$ cat src/design/alh_pkg.sv
// Shared constants and types for the adjacency-list header and page layout block.
`default_nettype none

package alh_pkg;

  // Default chunk size in nodes
  localparam int unsigned ChunkNodesDef = 512;

  // Field widths
  localparam int unsigned LenW      = 32;
  localparam int unsigned HdrCapW   = 12;
  localparam int unsigned PgCapW    = 13;
  localparam int unsigned OffsW     = 20;
  localparam int unsigned LliW      = 31;
  localparam int unsigned CpiW      = 20;
  localparam int unsigned PageW     = 32;
  localparam int unsigned HdrLenW   = 11;
  localparam int unsigned CfgDataW  = 13;

  // Divider: dividend width and iteration counts
  localparam int unsigned DivW       = 33;
  localparam int unsigned SmallDivW  = 14;
  localparam int unsigned DivCntW    = 6;

  // Register reset values
  localparam logic [HdrCapW-1:0] HdrCapRst = HdrCapW'(512);
  localparam logic [PgCapW-1:0]  PgCapRst  = PgCapW'(512);

  // Configuration register indexes
  typedef enum logic [0:0] {
    CFG_HDR_CAP = 1'b0,
    CFG_PG_CAP  = 1'b1
  } cfg_idx_e;

  // Result kinds
  typedef enum logic [0:0] {
    KIND_NODE  = 1'b0,
    KIND_CHUNK = 1'b1
  } item_kind_e;

  // Sequencer states
  typedef enum logic [3:0] {
    S_IDLE  = 4'b0001,
    S_DIV   = 4'b0010,
    S_NODE  = 4'b0100,
    S_CHUNK = 4'b1000
  } state_e;

endpackage

`default_nettype wire

$ cat src/design/adjacency_list_header_page_layout.sv
// Adjacency-list header and page layout unit with a bit-serial shared divider.
// A large list's header result is loaded after 33 divider steps, a small list's after
// 14 divider steps; at a chunk end a chunk result follows. A new item is accepted only
// once the previous one is through. The divider is a one-bit-per-cycle restoring divider;
// output stalls hold results back.
// Reset (asynchronous, active low) clears all layout state and sets both capacities to 512.
`default_nettype none

module adjacency_list_header_page_layout
  #(
    parameter int unsigned CHUNK_NODES = alh_pkg::ChunkNodesDef
  )
  (
    input  wire logic                        clk_i,
    input  wire logic                        rst_ni,
    // Configuration write port
    input  wire logic                        cfg_we_i,
    input  wire alh_pkg::cfg_idx_e           cfg_index_i,
    input  wire logic [alh_pkg::CfgDataW-1:0] cfg_data_i,
    // Input channel
    input  wire logic                        in_valid_i,
    output logic                             in_stall_o,
    input  wire logic [alh_pkg::LenW-1:0]    list_length_i,
    input  wire logic                        last_node_i,
    // Output channel
    output logic                             out_valid_o,
    input  wire logic                        out_stall_i,
    output logic                             item_kind_o,
    output logic [alh_pkg::PageW-1:0]        header_o,
    output logic [alh_pkg::PageW-1:0]        first_page_o,
    output logic [alh_pkg::PageW-1:0]        page_count_o,
    output logic [alh_pkg::PageW-1:0]        pages_so_far_o,
    output logic                             last_of_run_o
  );

  import alh_pkg::*;

  localparam int unsigned NicW = (CHUNK_NODES > 1) ? $clog2(CHUNK_NODES) : 1;

  // Configuration
  logic [HdrCapW-1:0] hdr_cap_q;
  logic [PgCapW-1:0]  pg_cap_q;

  // Label state
  logic [OffsW-1:0]  offset_q;
  logic [LliW-1:0]   lli_q;
  logic [NicW-1:0]   nic_q;
  logic [CpiW-1:0]   cpi_q;
  logic [PgCapW-1:0] fill_q;
  logic [PageW-1:0]  ngp_q;

  // Item and divider registers
  state_e             state_q, state_d;
  logic [LenW-1:0]    len_q;
  logic               last_q;
  logic               large_q;
  logic               tot_zero_q;
  logic [PgCapW-1:0]  cap_q;
  logic [DivW-1:0]    dq_q;
  logic [PgCapW-1:0]  rem_q;
  logic [DivCntW-1:0] cnt_q;

  // Output register
  logic               out_valid_q;
  logic               kind_q;
  logic [PageW-1:0]   header_q;
  logic [PageW-1:0]   first_q;
  logic [PageW-1:0]   count_q;
  logic [PageW-1:0]   so_far_q;
  logic               lor_q;

  // Accept-time setup
  logic                 in_acc;
  logic [PgCapW-1:0]    cap_eff;
  logic                 is_large;
  logic [SmallDivW-1:0] total;
  logic [SmallDivW-1:0] total_m1;
  logic [DivW-1:0]      large_dvd;

  assign in_acc    = in_valid_i && !in_stall_o;
  assign cap_eff   = (pg_cap_q == '0) ? PgCapW'(1) : pg_cap_q;
  assign is_large  = list_length_i >= {{(LenW-HdrCapW){1'b0}}, hdr_cap_q};
  assign total     = {1'b0, fill_q} + {{(SmallDivW-HdrCapW){1'b0}}, list_length_i[HdrCapW-1:0]};
  assign total_m1  = (total == '0) ? '0 : total - SmallDivW'(1);
  assign large_dvd = {1'b0, list_length_i} + {{(DivW-PgCapW){1'b0}}, cap_eff} - DivW'(1);

  // Divider step: shift one dividend bit into the remainder, try a subtract
  logic [PgCapW:0] shifted;
  logic            ge;
  logic [PgCapW:0] diff;

  assign shifted = {rem_q, dq_q[DivW-1]};
  assign ge      = shifted >= {1'b0, cap_q};
  assign diff    = shifted - {1'b0, cap_q};

  // Node result arithmetic
  logic [PageW-1:0]     pages;
  logic [PageW:0]       ngp_sum;
  logic [PageW-1:0]     ngp_large;
  logic [SmallDivW-1:0] adv;
  logic [CpiW:0]        cpi_sum;
  logic [CpiW-1:0]      cpi_small;
  logic [PgCapW-1:0]    fill_small;
  logic [NicW:0]        nic_inc;
  logic                 chunk_end;

  assign pages      = dq_q[PageW-1:0];
  assign ngp_sum    = {1'b0, ngp_q} + {1'b0, pages};
  assign ngp_large  = ngp_sum[PageW] ? '1 : ngp_sum[PageW-1:0];
  assign adv        = dq_q[SmallDivW-1:0];
  assign cpi_sum    = {1'b0, cpi_q} + {{(CpiW+1-SmallDivW){1'b0}}, adv};
  assign cpi_small  = cpi_sum[CpiW] ? '1 : cpi_sum[CpiW-1:0];
  assign fill_small = tot_zero_q ? '0 : rem_q + PgCapW'(1);
  assign nic_inc    = {1'b0, nic_q} + (NicW+1)'(1);
  assign chunk_end  = last_q || (nic_inc >= (NicW+1)'(CHUNK_NODES));

  // Chunk result arithmetic
  logic             chunk_used;
  logic [PageW-1:0] chunk_cnt;
  logic [PageW:0]   chunk_sum;
  logic [PageW-1:0] ngp_chunk;

  assign chunk_used = (cpi_q != '0) || (fill_q != '0);
  assign chunk_cnt  = {{(PageW-CpiW){1'b0}}, cpi_q} + PageW'(1);
  assign chunk_sum  = {1'b0, ngp_q} + {1'b0, chunk_cnt};
  assign ngp_chunk  = chunk_sum[PageW] ? '1 : chunk_sum[PageW-1:0];

  logic out_free;
  logic out_load;
  assign out_free = !out_valid_q || !out_stall_i;
  assign out_load = ((state_q == S_NODE) || (state_q == S_CHUNK)) && out_free;

  // Sequencer
  always_comb begin
    state_d = state_q;
    case (state_q)
      S_IDLE: begin
        if (in_acc) state_d = S_DIV;
      end
      S_DIV: begin
        if (cnt_q == DivCntW'(1)) state_d = S_NODE;
      end
      S_NODE: begin
        if (out_free) state_d = chunk_end ? S_CHUNK : S_IDLE;
      end
      S_CHUNK: begin
        if (out_free) state_d = S_IDLE;
      end
      default: state_d = S_IDLE;
    endcase
  end

  // Control and label state
  always_ff @(posedge clk_i or negedge rst_ni) begin
    if (!rst_ni) begin
      state_q     <= S_IDLE;
      hdr_cap_q   <= HdrCapRst;
      pg_cap_q    <= PgCapRst;
      offset_q    <= '0;
      lli_q       <= '0;
      nic_q       <= '0;
      cpi_q       <= '0;
      fill_q      <= '0;
      ngp_q       <= '0;
      cnt_q       <= '0;
      out_valid_q <= 1'b0;
    end else begin
      state_q <= state_d;

      // Write configuration
      if (cfg_we_i) begin
        case (cfg_index_i)
          CFG_HDR_CAP: hdr_cap_q <= cfg_data_i[HdrCapW-1:0];
          CFG_PG_CAP:  pg_cap_q  <= cfg_data_i[PgCapW-1:0];
          default: ;
        endcase
      end

      // Load a new result or drop a taken one
      if (out_load) begin
        out_valid_q <= 1'b1;
      end else if (out_valid_q && !out_stall_i) begin
        out_valid_q <= 1'b0;
      end

      case (state_q)
        S_IDLE: begin
          if (in_acc) cnt_q <= is_large ? DivCntW'(DivW) : DivCntW'(SmallDivW);
        end
        S_DIV: begin
          cnt_q <= cnt_q - DivCntW'(1);
        end
        S_NODE: begin
          if (out_free) begin
            if (large_q) begin
              lli_q <= lli_q + LliW'(1);
              ngp_q <= ngp_large;
            end else begin
              offset_q <= offset_q + len_q[OffsW-1:0];
              fill_q   <= fill_small;
              cpi_q    <= cpi_small;
            end
            if (!chunk_end) nic_q <= nic_inc[NicW-1:0];
          end
        end
        S_CHUNK: begin
          if (out_free) begin
            nic_q       <= '0;
            offset_q    <= '0;
            cpi_q       <= '0;
            fill_q      <= '0;
            if (last_q) begin
              lli_q <= '0;
              ngp_q <= '0;
            end else if (chunk_used) begin
              ngp_q <= ngp_chunk;
            end
          end
        end
        default: ;
      endcase
    end
  end

  // Item, divider and output payload
  always_ff @(posedge clk_i) begin
    case (state_q)
      S_IDLE: begin
        if (in_acc) begin
          len_q      <= list_length_i;
          last_q     <= last_node_i;
          large_q    <= is_large;
          tot_zero_q <= (total == '0);
          cap_q      <= cap_eff;
          rem_q      <= '0;
          dq_q       <= is_large ? large_dvd : {total_m1, {(DivW-SmallDivW){1'b0}}};
        end
      end
      S_DIV: begin
        rem_q <= ge ? diff[PgCapW-1:0] : shifted[PgCapW-1:0];
        dq_q  <= {dq_q[DivW-2:0], ge};
      end
      S_NODE: begin
        if (out_free) begin
          kind_q <= KIND_NODE;
          lor_q  <= !chunk_end;
          if (large_q) begin
            header_q <= {1'b1, lli_q};
            count_q  <= pages;
            first_q  <= (pages != '0) ? ngp_q : '0;
            so_far_q <= ngp_large;
          end else begin
            header_q <= {1'b0, offset_q, len_q[HdrLenW-1:0]};
            count_q  <= '0;
            first_q  <= '0;
            so_far_q <= ngp_q;
          end
        end
      end
      S_CHUNK: begin
        if (out_free) begin
          kind_q   <= KIND_CHUNK;
          lor_q    <= 1'b1;
          header_q <= '0;
          count_q  <= chunk_used ? chunk_cnt : '0;
          first_q  <= chunk_used ? ngp_q : '0;
          so_far_q <= chunk_used ? ngp_chunk : ngp_q;
        end
      end
      default: ;
    endcase
  end

  assign in_stall_o     = (state_q != S_IDLE);
  assign out_valid_o    = out_valid_q;
  assign item_kind_o    = kind_q;
  assign header_o       = header_q;
  assign first_page_o   = first_q;
  assign page_count_o   = count_q;
  assign pages_so_far_o = so_far_q;
  assign last_of_run_o  = lor_q;

  // The divider remainder stays below the page capacity
  a_rem_below_cap: assert property (@(posedge clk_i) disable iff (!rst_ni)
    (state_q == S_DIV) |-> (rem_q < cap_q))
    else $error("divider remainder not below capacity");

  // An accepted item always starts a division
  a_accept_divides: assert property (@(posedge clk_i) disable iff (!rst_ni)
    in_acc |=> (state_q == S_DIV))
    else $error("accepted item did not start division");

  // A chunk result closes its run
  a_chunk_last: assert property (@(posedge clk_i) disable iff (!rst_ni)
    (out_valid_o && item_kind_o == KIND_CHUNK) |-> last_of_run_o)
    else $error("chunk result not last of run");

  // An empty page range has no first page
  a_empty_range: assert property (@(posedge clk_i) disable iff (!rst_ni)
    (out_valid_o && page_count_o == '0) |-> (first_page_o == '0))
    else $error("empty range with nonzero first page");

endmodule

`default_nettype wire
$ cat config.mk
export PLATFORM = sky130hd
export DESIGN_NAME = adjacency_list_header_page_layout
export DESIGN_NICKNAME = d
export VERILOG_FILES = /design/src/design/alh_pkg.sv /design/src/design/adjacency_list_header_page_layout.sv
export SDC_FILE = /design/constraint.sdc
export NUM_CORES = 1
export LEC_CHECK = 0
export BUFFER_PORTS_ARGS = -buffer_cell sky130_fd_sc_hd__buf_2
export CORE_MARGIN = 1
export CORE_UTILIZATION = 56
export CTS_CLUSTER_DIAMETER = 150
export DETAILED_ROUTE_END_ITERATION = 16
export PLACE_DENSITY_LB_ADDON = 0.08
export REMOVE_ABC_BUFFERS = 1
export SETUP_SLACK_MARGIN = 0.02
export SYNTH_ARGS = -nofsm -noshare
export SYNTH_HDL_FRONTEND = slang
export SYNTH_SLANG_ARGS = --single-unit
export TNS_END_PERCENT = 5
$ cat constraint.sdc
create_clock -name clk_i -period 5.5 [get_ports clk_i]
set_input_delay 0.275 -clock clk_i [delete_from_list [all_inputs] [get_ports clk_i]]
set_output_delay 0.275 -clock clk_i [all_outputs]
set_load 0.03 [all_outputs]
# [Word level (Yosys, flattened, before mapping)]
# Cells that the tools add are included.
[totals] output_inout_bits=132 ff_bits=373 input_bits=52 elab_cells=155
[op_classes] n_reduce_logical=28 mux=71 bitwise_logic=1 add_sub_neg=14 eq_ne=14 order_cmp=3
[ops] cell="two-way mux 32 bit" count=19
[ops] cell="case mux 32 bit (2 select lines)" count=5
[ops] cell="two-way mux 31 bit" count=4
[ops] cell="two-way mux 20 bit" count=6
[ops] cell="two-way mux 13 bit" count=7
[ops] cell="case mux 20 bit (2 select lines)" count=2
[ops] cell="two-way mux 33 bit" count=2
[ops] cell="case mux 33 bit (2 select lines)" count=1
[ops] cell="case mux 31 bit (2 select lines)" count=1
[ops] cell="case mux 13 bit (2 select lines)" count=2
[ops] cell="adder 32 x 13 -> 33 bit" count=1
[ops] cell="adder 32 x 21 -> 33 bit" count=1
[ops] cell="adder 32 x 32 -> 33 bit" count=1
[ops] cell="subtractor 33 x 1 -> 33 bit (second input constant)" count=1
[ops] cell=">= comparator 32 x 12 -> 1 bit" count=1
[ops] cell="nonzero test 32 bit" count=1
[ops] cell="adder 31 x 1 -> 31 bit (second input constant)" count=1
[ops] cell="two-way mux 9 bit" count=3
[ops] cell="adder 20 x 1 -> 21 bit (second input constant)" count=1
[ops] cell="adder 20 x 14 -> 21 bit" count=1
[ops] cell="two-way mux 21 bit" count=1
[ops] cell="adder 20 bit" count=1
[ops] cell="two-way mux 4 bit" count=5
[ops] cell="nonzero test 20 bit" count=1
[ops] cell="34 further kinds" count=62

# [Longest topological paths before layout]
[depth] word_depth=7 ltp_mapped=20 depth_no_buf=19

# [Worst setup path before layout]
# OpenSTA, ideal clock, no wires.
[synth_timing] path_type="register -> register" from="register state_q[1]" to="register ngp_q[17]" path_slack_ps=-25 t_arrival_ps=5186 path_stages_with_launch=8 t_required_ps=5161 period_less_slack_ps=5525 cell_sequence="dfrtp_1 -> clkbuf_1 -> nor2_1 -> nand3_2 -> inv_2 -> buf_6 -> clkbuf_1 -> a31oi_1"
[synth_via] elab_chain_len=3
[synth_rtl] element="from (decl)" line="adjacency_list_header_page_layout.sv:53" rtl="state_e state_q, state_d;"
[synth_rtl] element="from (signal assigned)" line="adjacency_list_header_page_layout.sv:168" rtl="state_q <= state_d;"
[synth_rtl] element="equality test 4 bit or equality test 4 x 3 -> 1 bit (tied branches)" line="adjacency_list_header_page_layout.sv:186" rtl="case (state_q)"
[synth_rtl] element="inequality test 2 bit (no source line) or nonzero test 2 bit (tied branches)"
[synth_rtl] element="AND reduction 3 bit (no source line)"
[synth_rtl] element="to (signal assigned)" line="adjacency_list_header_page_layout.sv:197" rtl="ngp_q <= ngp_large;"
[synth_rtl] element="to (signal assigned)" line="adjacency_list_header_page_layout.sv:216" rtl="ngp_q <= ngp_chunk;"
[synth_rtl] element="to (decl)" line="adjacency_list_header_page_layout.sv:50" rtl="logic [PageW-1:0] ngp_q;"
# Parallel ways exist; a longest one is shown, timed or not.
# A chain may end at the register's enable or synchronous reset.

# [Worst setup path after layout]
[layout_timing] from="register cpi_q[0]" to="register so_far_q[27], in the netlist pages_so_far_o[27] (data pin)"
[layout_via] elab_chain_len=6
[layout_rtl] element="from (decl)" line="adjacency_list_header_page_layout.sv:48" rtl="logic [CpiW-1:0] cpi_q;"
[layout_rtl] element="from (signal assigned)" line="adjacency_list_header_page_layout.sv:201" rtl="cpi_q <= cpi_small;"
[layout_rtl] element="adder 20 x 1 -> 21 bit" line="adjacency_list_header_page_layout.sv:124" rtl="assign chunk_cnt = {{(PageW-CpiW){1'b0}}, cpi_q} + PageW'(1);"
[layout_rtl] element="adder 32 x 21 -> 33 bit" line="adjacency_list_header_page_layout.sv:125" rtl="assign chunk_sum = {1'b0, ngp_q} + {1'b0, chunk_cnt};"
[layout_rtl] element="two-way mux 32 bit" line="adjacency_list_header_page_layout.sv:126" rtl="assign ngp_chunk = chunk_sum[PageW] ? '1 : chunk_sum[PageW-1:0];"
[layout_rtl] element="two-way mux 32 bit (*)"
[layout_rtl] element="two-way mux 32 bit (*)" line="adjacency_list_header_page_layout.sv:261" rtl="if (out_free) begin"
[layout_rtl] element="case mux 32 bit (2 select lines) (*)" line="adjacency_list_header_page_layout.sv:227" rtl="case (state_q)"
[layout_rtl] element="to (signal assigned)" line="adjacency_list_header_page_layout.sv:251" rtl="so_far_q <= ngp_large;"
[layout_rtl] element="to (signal assigned)" line="adjacency_list_header_page_layout.sv:256" rtl="so_far_q <= ngp_q;"
[layout_rtl] element="to (signal assigned)" line="adjacency_list_header_page_layout.sv:267" rtl="so_far_q <= chunk_used ? ngp_chunk : ngp_q;"
[layout_rtl] element="to (decl)" line="adjacency_list_header_page_layout.sv:69" rtl="logic [PageW-1:0] so_far_q;"
# Mark *: on every way between the ends. The rest lies on a longest branch, timed or not. The select of a mux whose other input is x is not followed.

==> metrics.md <==
| Metric | Value |
|---|---|
| Outcome | finished clean |
| DRC violations left | 0 |
| Most common cell in the netlist | nor2_1 |
| Crit end category | flip-flop |
| Cells after Synth | ~2700 |
| Initial Util | 0.571 |
| Unrepaired setup endpoints after global routing | false |
| DR vias/cell | around 6.2 |
| Antenna-violating nets left | 0 |
| Unique cell type count in the Yosys netlist | roughly 100 |
| Clock Sink Count | between 300 and 400 |
| Max Clock Skew | 27.1 ps |
| Layout Cells excl Fill | about 3500 |
| Final hold vios | 0 |
| Core area | between 40000 and 50000 sq um |
| Top cell type's share of synthesized area | 0.251 |
| Placed Cells | 3375 |
| Util after Layout | 0.639 |
| Largest area contributor in the netlist | edfxtp_1 |
| Die width | 215 microns |
| Internal power | 6730 uW |
| H-tree depth | 2 |
| Final nets | 3106 |
| Clock share of power | 0.251 |
| CP Data Arrival Time | 5110 ps |
| Sequential cell fraction of total power | 0.367 |
| Design Area, Final | between 20000 and 30000 sq um |
| CP max FO | 7 |
| Slowest stage delay, CP | about 550 ps |
| Area of the mapped netlist | 25400 sq um |
| Worst-path clk slew | ~60 ps |
| Commonest cells post-synth | nor2_1, nand2_1, edfxtp_1 |
| Critical Path, Cell by Cell | ha_1 > nand3_1 > nor2_1 > nand2_1 > nor2_1 > inv_1 > nor3_1 > xor2_1 > ha_1 > and3_2 > nand3_1 > or3_1 > o2111a_1 > o41ai_4 > nand2_2 > o21ai_0 > nor3b_2 > o21ai_0 |
| Avg Cell Area, Syn | around 9.4 sq um |
| Ratio of cells with drive above 1 in the final layout | 0.119 |
| Post-synth EDFFs | roughly 210 |
| DR WL/cell | 21.6 microns |
| CTS tree | built |
| Total Routing Usage GR | 0.325 |
| Comb power frac | 0.382 |
| CTS Root Cell | clkbuf_16 |
| Hpwl dp | between 50000 and 60000 microns |
| Total gr overflow | 0 |
| Hold crit path type | in -> reg |
| GP Congestion | approximately 0.94 |
| TritonCTS Buffers | between 40 and 50 |
| Leading post-synthesis cells by cell area | edfxtp_1, dfrtp_1, ha_1 |
| Final setup violating endpoints | 0 |
| Initial antenna violation count | 1 |
| Sw Ratio | 0.387 |
| Seq/Total Area, Yosys | 0.410 |
| Die Area | roughly 46000 sq um |
| Worst path slowest cell | o41ai_4 |
| Synth warnings | 0 |
| # port buffers | 183 |
| Clk_lat worst skew | a little under 600 ps |
| Routed via count | 21700 |
| I/O Pins | roughly 180 |
| FF+latch count, synth | ~370 |
| Least-Margin Pin Slew | 1150 ps |
| WHS Path Cells | 1 |
| Synth-to-Final Area Change | 12.0% |
| Max-slew headroom | 0.233 |
| Max cap viols | 0 |
| Critical path class | reg -> reg |
| Maximum VDD drop | 0.536 mV |
| Async set-reset flop share out of synthesis | 0.432 |
| Max Slew Vio Count | 0 |
| Main synth FF type | edfxtp_1 |
| # rows | 77 |
| Initial DRC count | between 2000 and 2500 |
| Critical Path RT | just under 6000 ps |
| F_max | about 210 MHz |
| R2r worst-path depth | 18 |
| Final period util | 0.877 |
| Die height | ~210 microns |
| Total power | ~11000 uW |
| Largest net degree at the start of global routing | roughly 120 |
| Bufs on Longest Clock Path | 3 |
| Crit path time final | between 4000 and 5000 ps |
| Power Dens Cells | 387 nW/um^2 |
| Placed instance area | 26800 sq um |
| Leak Pwr | roughly 0.012 uW |
| Routed WL | approximately 75000 microns |
| Psw | ~4300 uW |
| Vias in the first global route | 20900 |
| Setup crit start kind | flip-flop |
| R2R setup slack | between 600 and 700 ps |
| Drt first pass iters | 9 |
| First-pass GRT wire length | between 100000 and 150000 microns |
-- worst max-delay path, delay by kind of cell (launching register included) --
family | cells | cell delay [ps]
compound gates | 4 | 1040
flops | 1 | 430
buf+inv | 1 | 120
fa+ha+maj | 2 | 620
simple gates | 10 | 2170
xor+xnor | 1 | 140
-- routing by layer --
| layer | routed length [microns] | GRT usage | part of all wire |
|---|---|---|---|
| met5 | 0 | 0 | 0 |
| met4 | 1640 | 0.0824 | 0.022 |
| met3 | 5570 | 0.0545 | 0.074 |
| met2 | 34400 | 0.515 | 0.46 |
| met1 | 33600 | 0.461 | 0.45 |
-- state kept, by name (all words and copies together) (netlist names), 13 cells and up --
name,count
pages_so_far_o,32
first_page_o,32
rem_q,13
offset_q,20
pg_cap_q,13
fill_q,13
header_o,32
ngp_q,32
cap_q,13
page_count_o,32
cpi_q,20
dq_q,33
lli_q,31
len_q,20
-- logic make-up after synthesis --
| family | after synthesis | synth area share |
|---|---|---|
| adders and majority gates | 195 | 0.0983 |
| buffers and inverters | 291 | 0.0465 |
| and+or+nand+nor | 865 | 0.167 |
| muxes | 54 | 0.0223 |
| DFF | 373 | 0.410 |
| AOI/OAI and AO/OA | 738 | 0.195 |
| xor gates and xnor gates | 177 | 0.0611 |
-- path summary, 6_finish.rpt --
check | startpoint | endpoint
worst max-delay path | cpi_q[0]$_DFFE_PN0P_ | pages_so_far_o[27]$_DFFE_PP_
worst max register to register | cpi_q[0]$_DFFE_PN0P_ | pages_so_far_o[27]$_DFFE_PP_
worst min-delay path | list_length_i[5] | len_q[5]$_DFFE_PP_
worst min register to register | cnt_q[3]$_DFFE_PN0P_ | cnt_q[3]$_DFFE_PN0P_
min in group asynchronous | rst_ni | lli_q[19]$_DFFE_PN0P_
max in group asynchronous | rst_ni | lli_q[21]$_DFFE_PN0P_
-- placed cells by master, fill, tap and decap left out, types with 23 or more instances in the layout --
| master | n |
|---|---|
| clkbuf_16 | 43 |
| and2_1 | 35 |
| nand3_1 | 64 |
| nor4_1 | 23 |
| nand2b_1 | 32 |
| nand4_1 | 39 |
| dlygate4sd3_1 | 32 |
| o21ai_0 | 148 |
| mux2i_1 | 38 |
| edfxtp_1 | 212 |
| xor2_1 | 82 |
| ha_1 | 188 |
| a21oi_1 | 160 |
| a21o_1 | 47 |
| a211oi_1 | 26 |
| dfrtp_1 | 158 |
| nor2b_1 | 24 |
| o211ai_1 | 25 |
| o21a_1 | 30 |
| o31ai_1 | 32 |
| o21ai_1 | 24 |
| and3_1 | 32 |
| a31oi_1 | 41 |
| xnor2_1 | 95 |
| nor2_1 | 248 |
| nand2_1 | 231 |
| buf_4 | 27 |
| inv_1 | 167 |
| buf_2 | 182 |
| nor3_1 | 51 |
| o221ai_1 | 29 |
-- layout make-up --
type / instances / area (sq um)
Fill cell: 3724 / 16000
Antenna cell: 1 / 2.50
Sequential cell: 373 / 10400
Inverter: 169 / 639
Tap cell: 592 / 741
Timing Repair Buffer: 244 / 1490
Clock inverter: 20 / 163
Clock buffer: 57 / 1160
Multi-Input combinational cell: 2029 / 13800
-- stage by stage --
step | setup slack (ps) | setup TNS, ps | hold slack, ps
6_report | 676 | 0 | 44.7
5_1_grt | 309 | 0 | 15.6
4_1_cts | 757 | 0 | 12.4
3_5_place_dp | 786 | 0 | 399
3_3_place_gp | 912 | 0 | 405
2_1_floorplan | -213 | -3040 | -20.6
-- power by group through the flow --
stage / sequential, uW / clock, uW / combinational [uW]
3_3_place_gp: 4070 / 0 / 4020
3_5_place_dp: 4070 / 0 / 4100
4_1_cts: 4020 / 2790 / 4140
6_report: 4030 / 2760 / 4190
2_1_floorplan: 3860 / 0 / 3040
5_1_grt: 4070 / 2890 / 4630
-- timing repair --
item | CTS | global route
gates resized for setup | 0 | 0
endpoints found under the hold margin | 120 | 0
endpoints found under the setup margin | 0 | 0
hold buffers | 32 | 0
setup buffers | 0 | 0
Note: power is estimated with default switching activity, not from simulation.
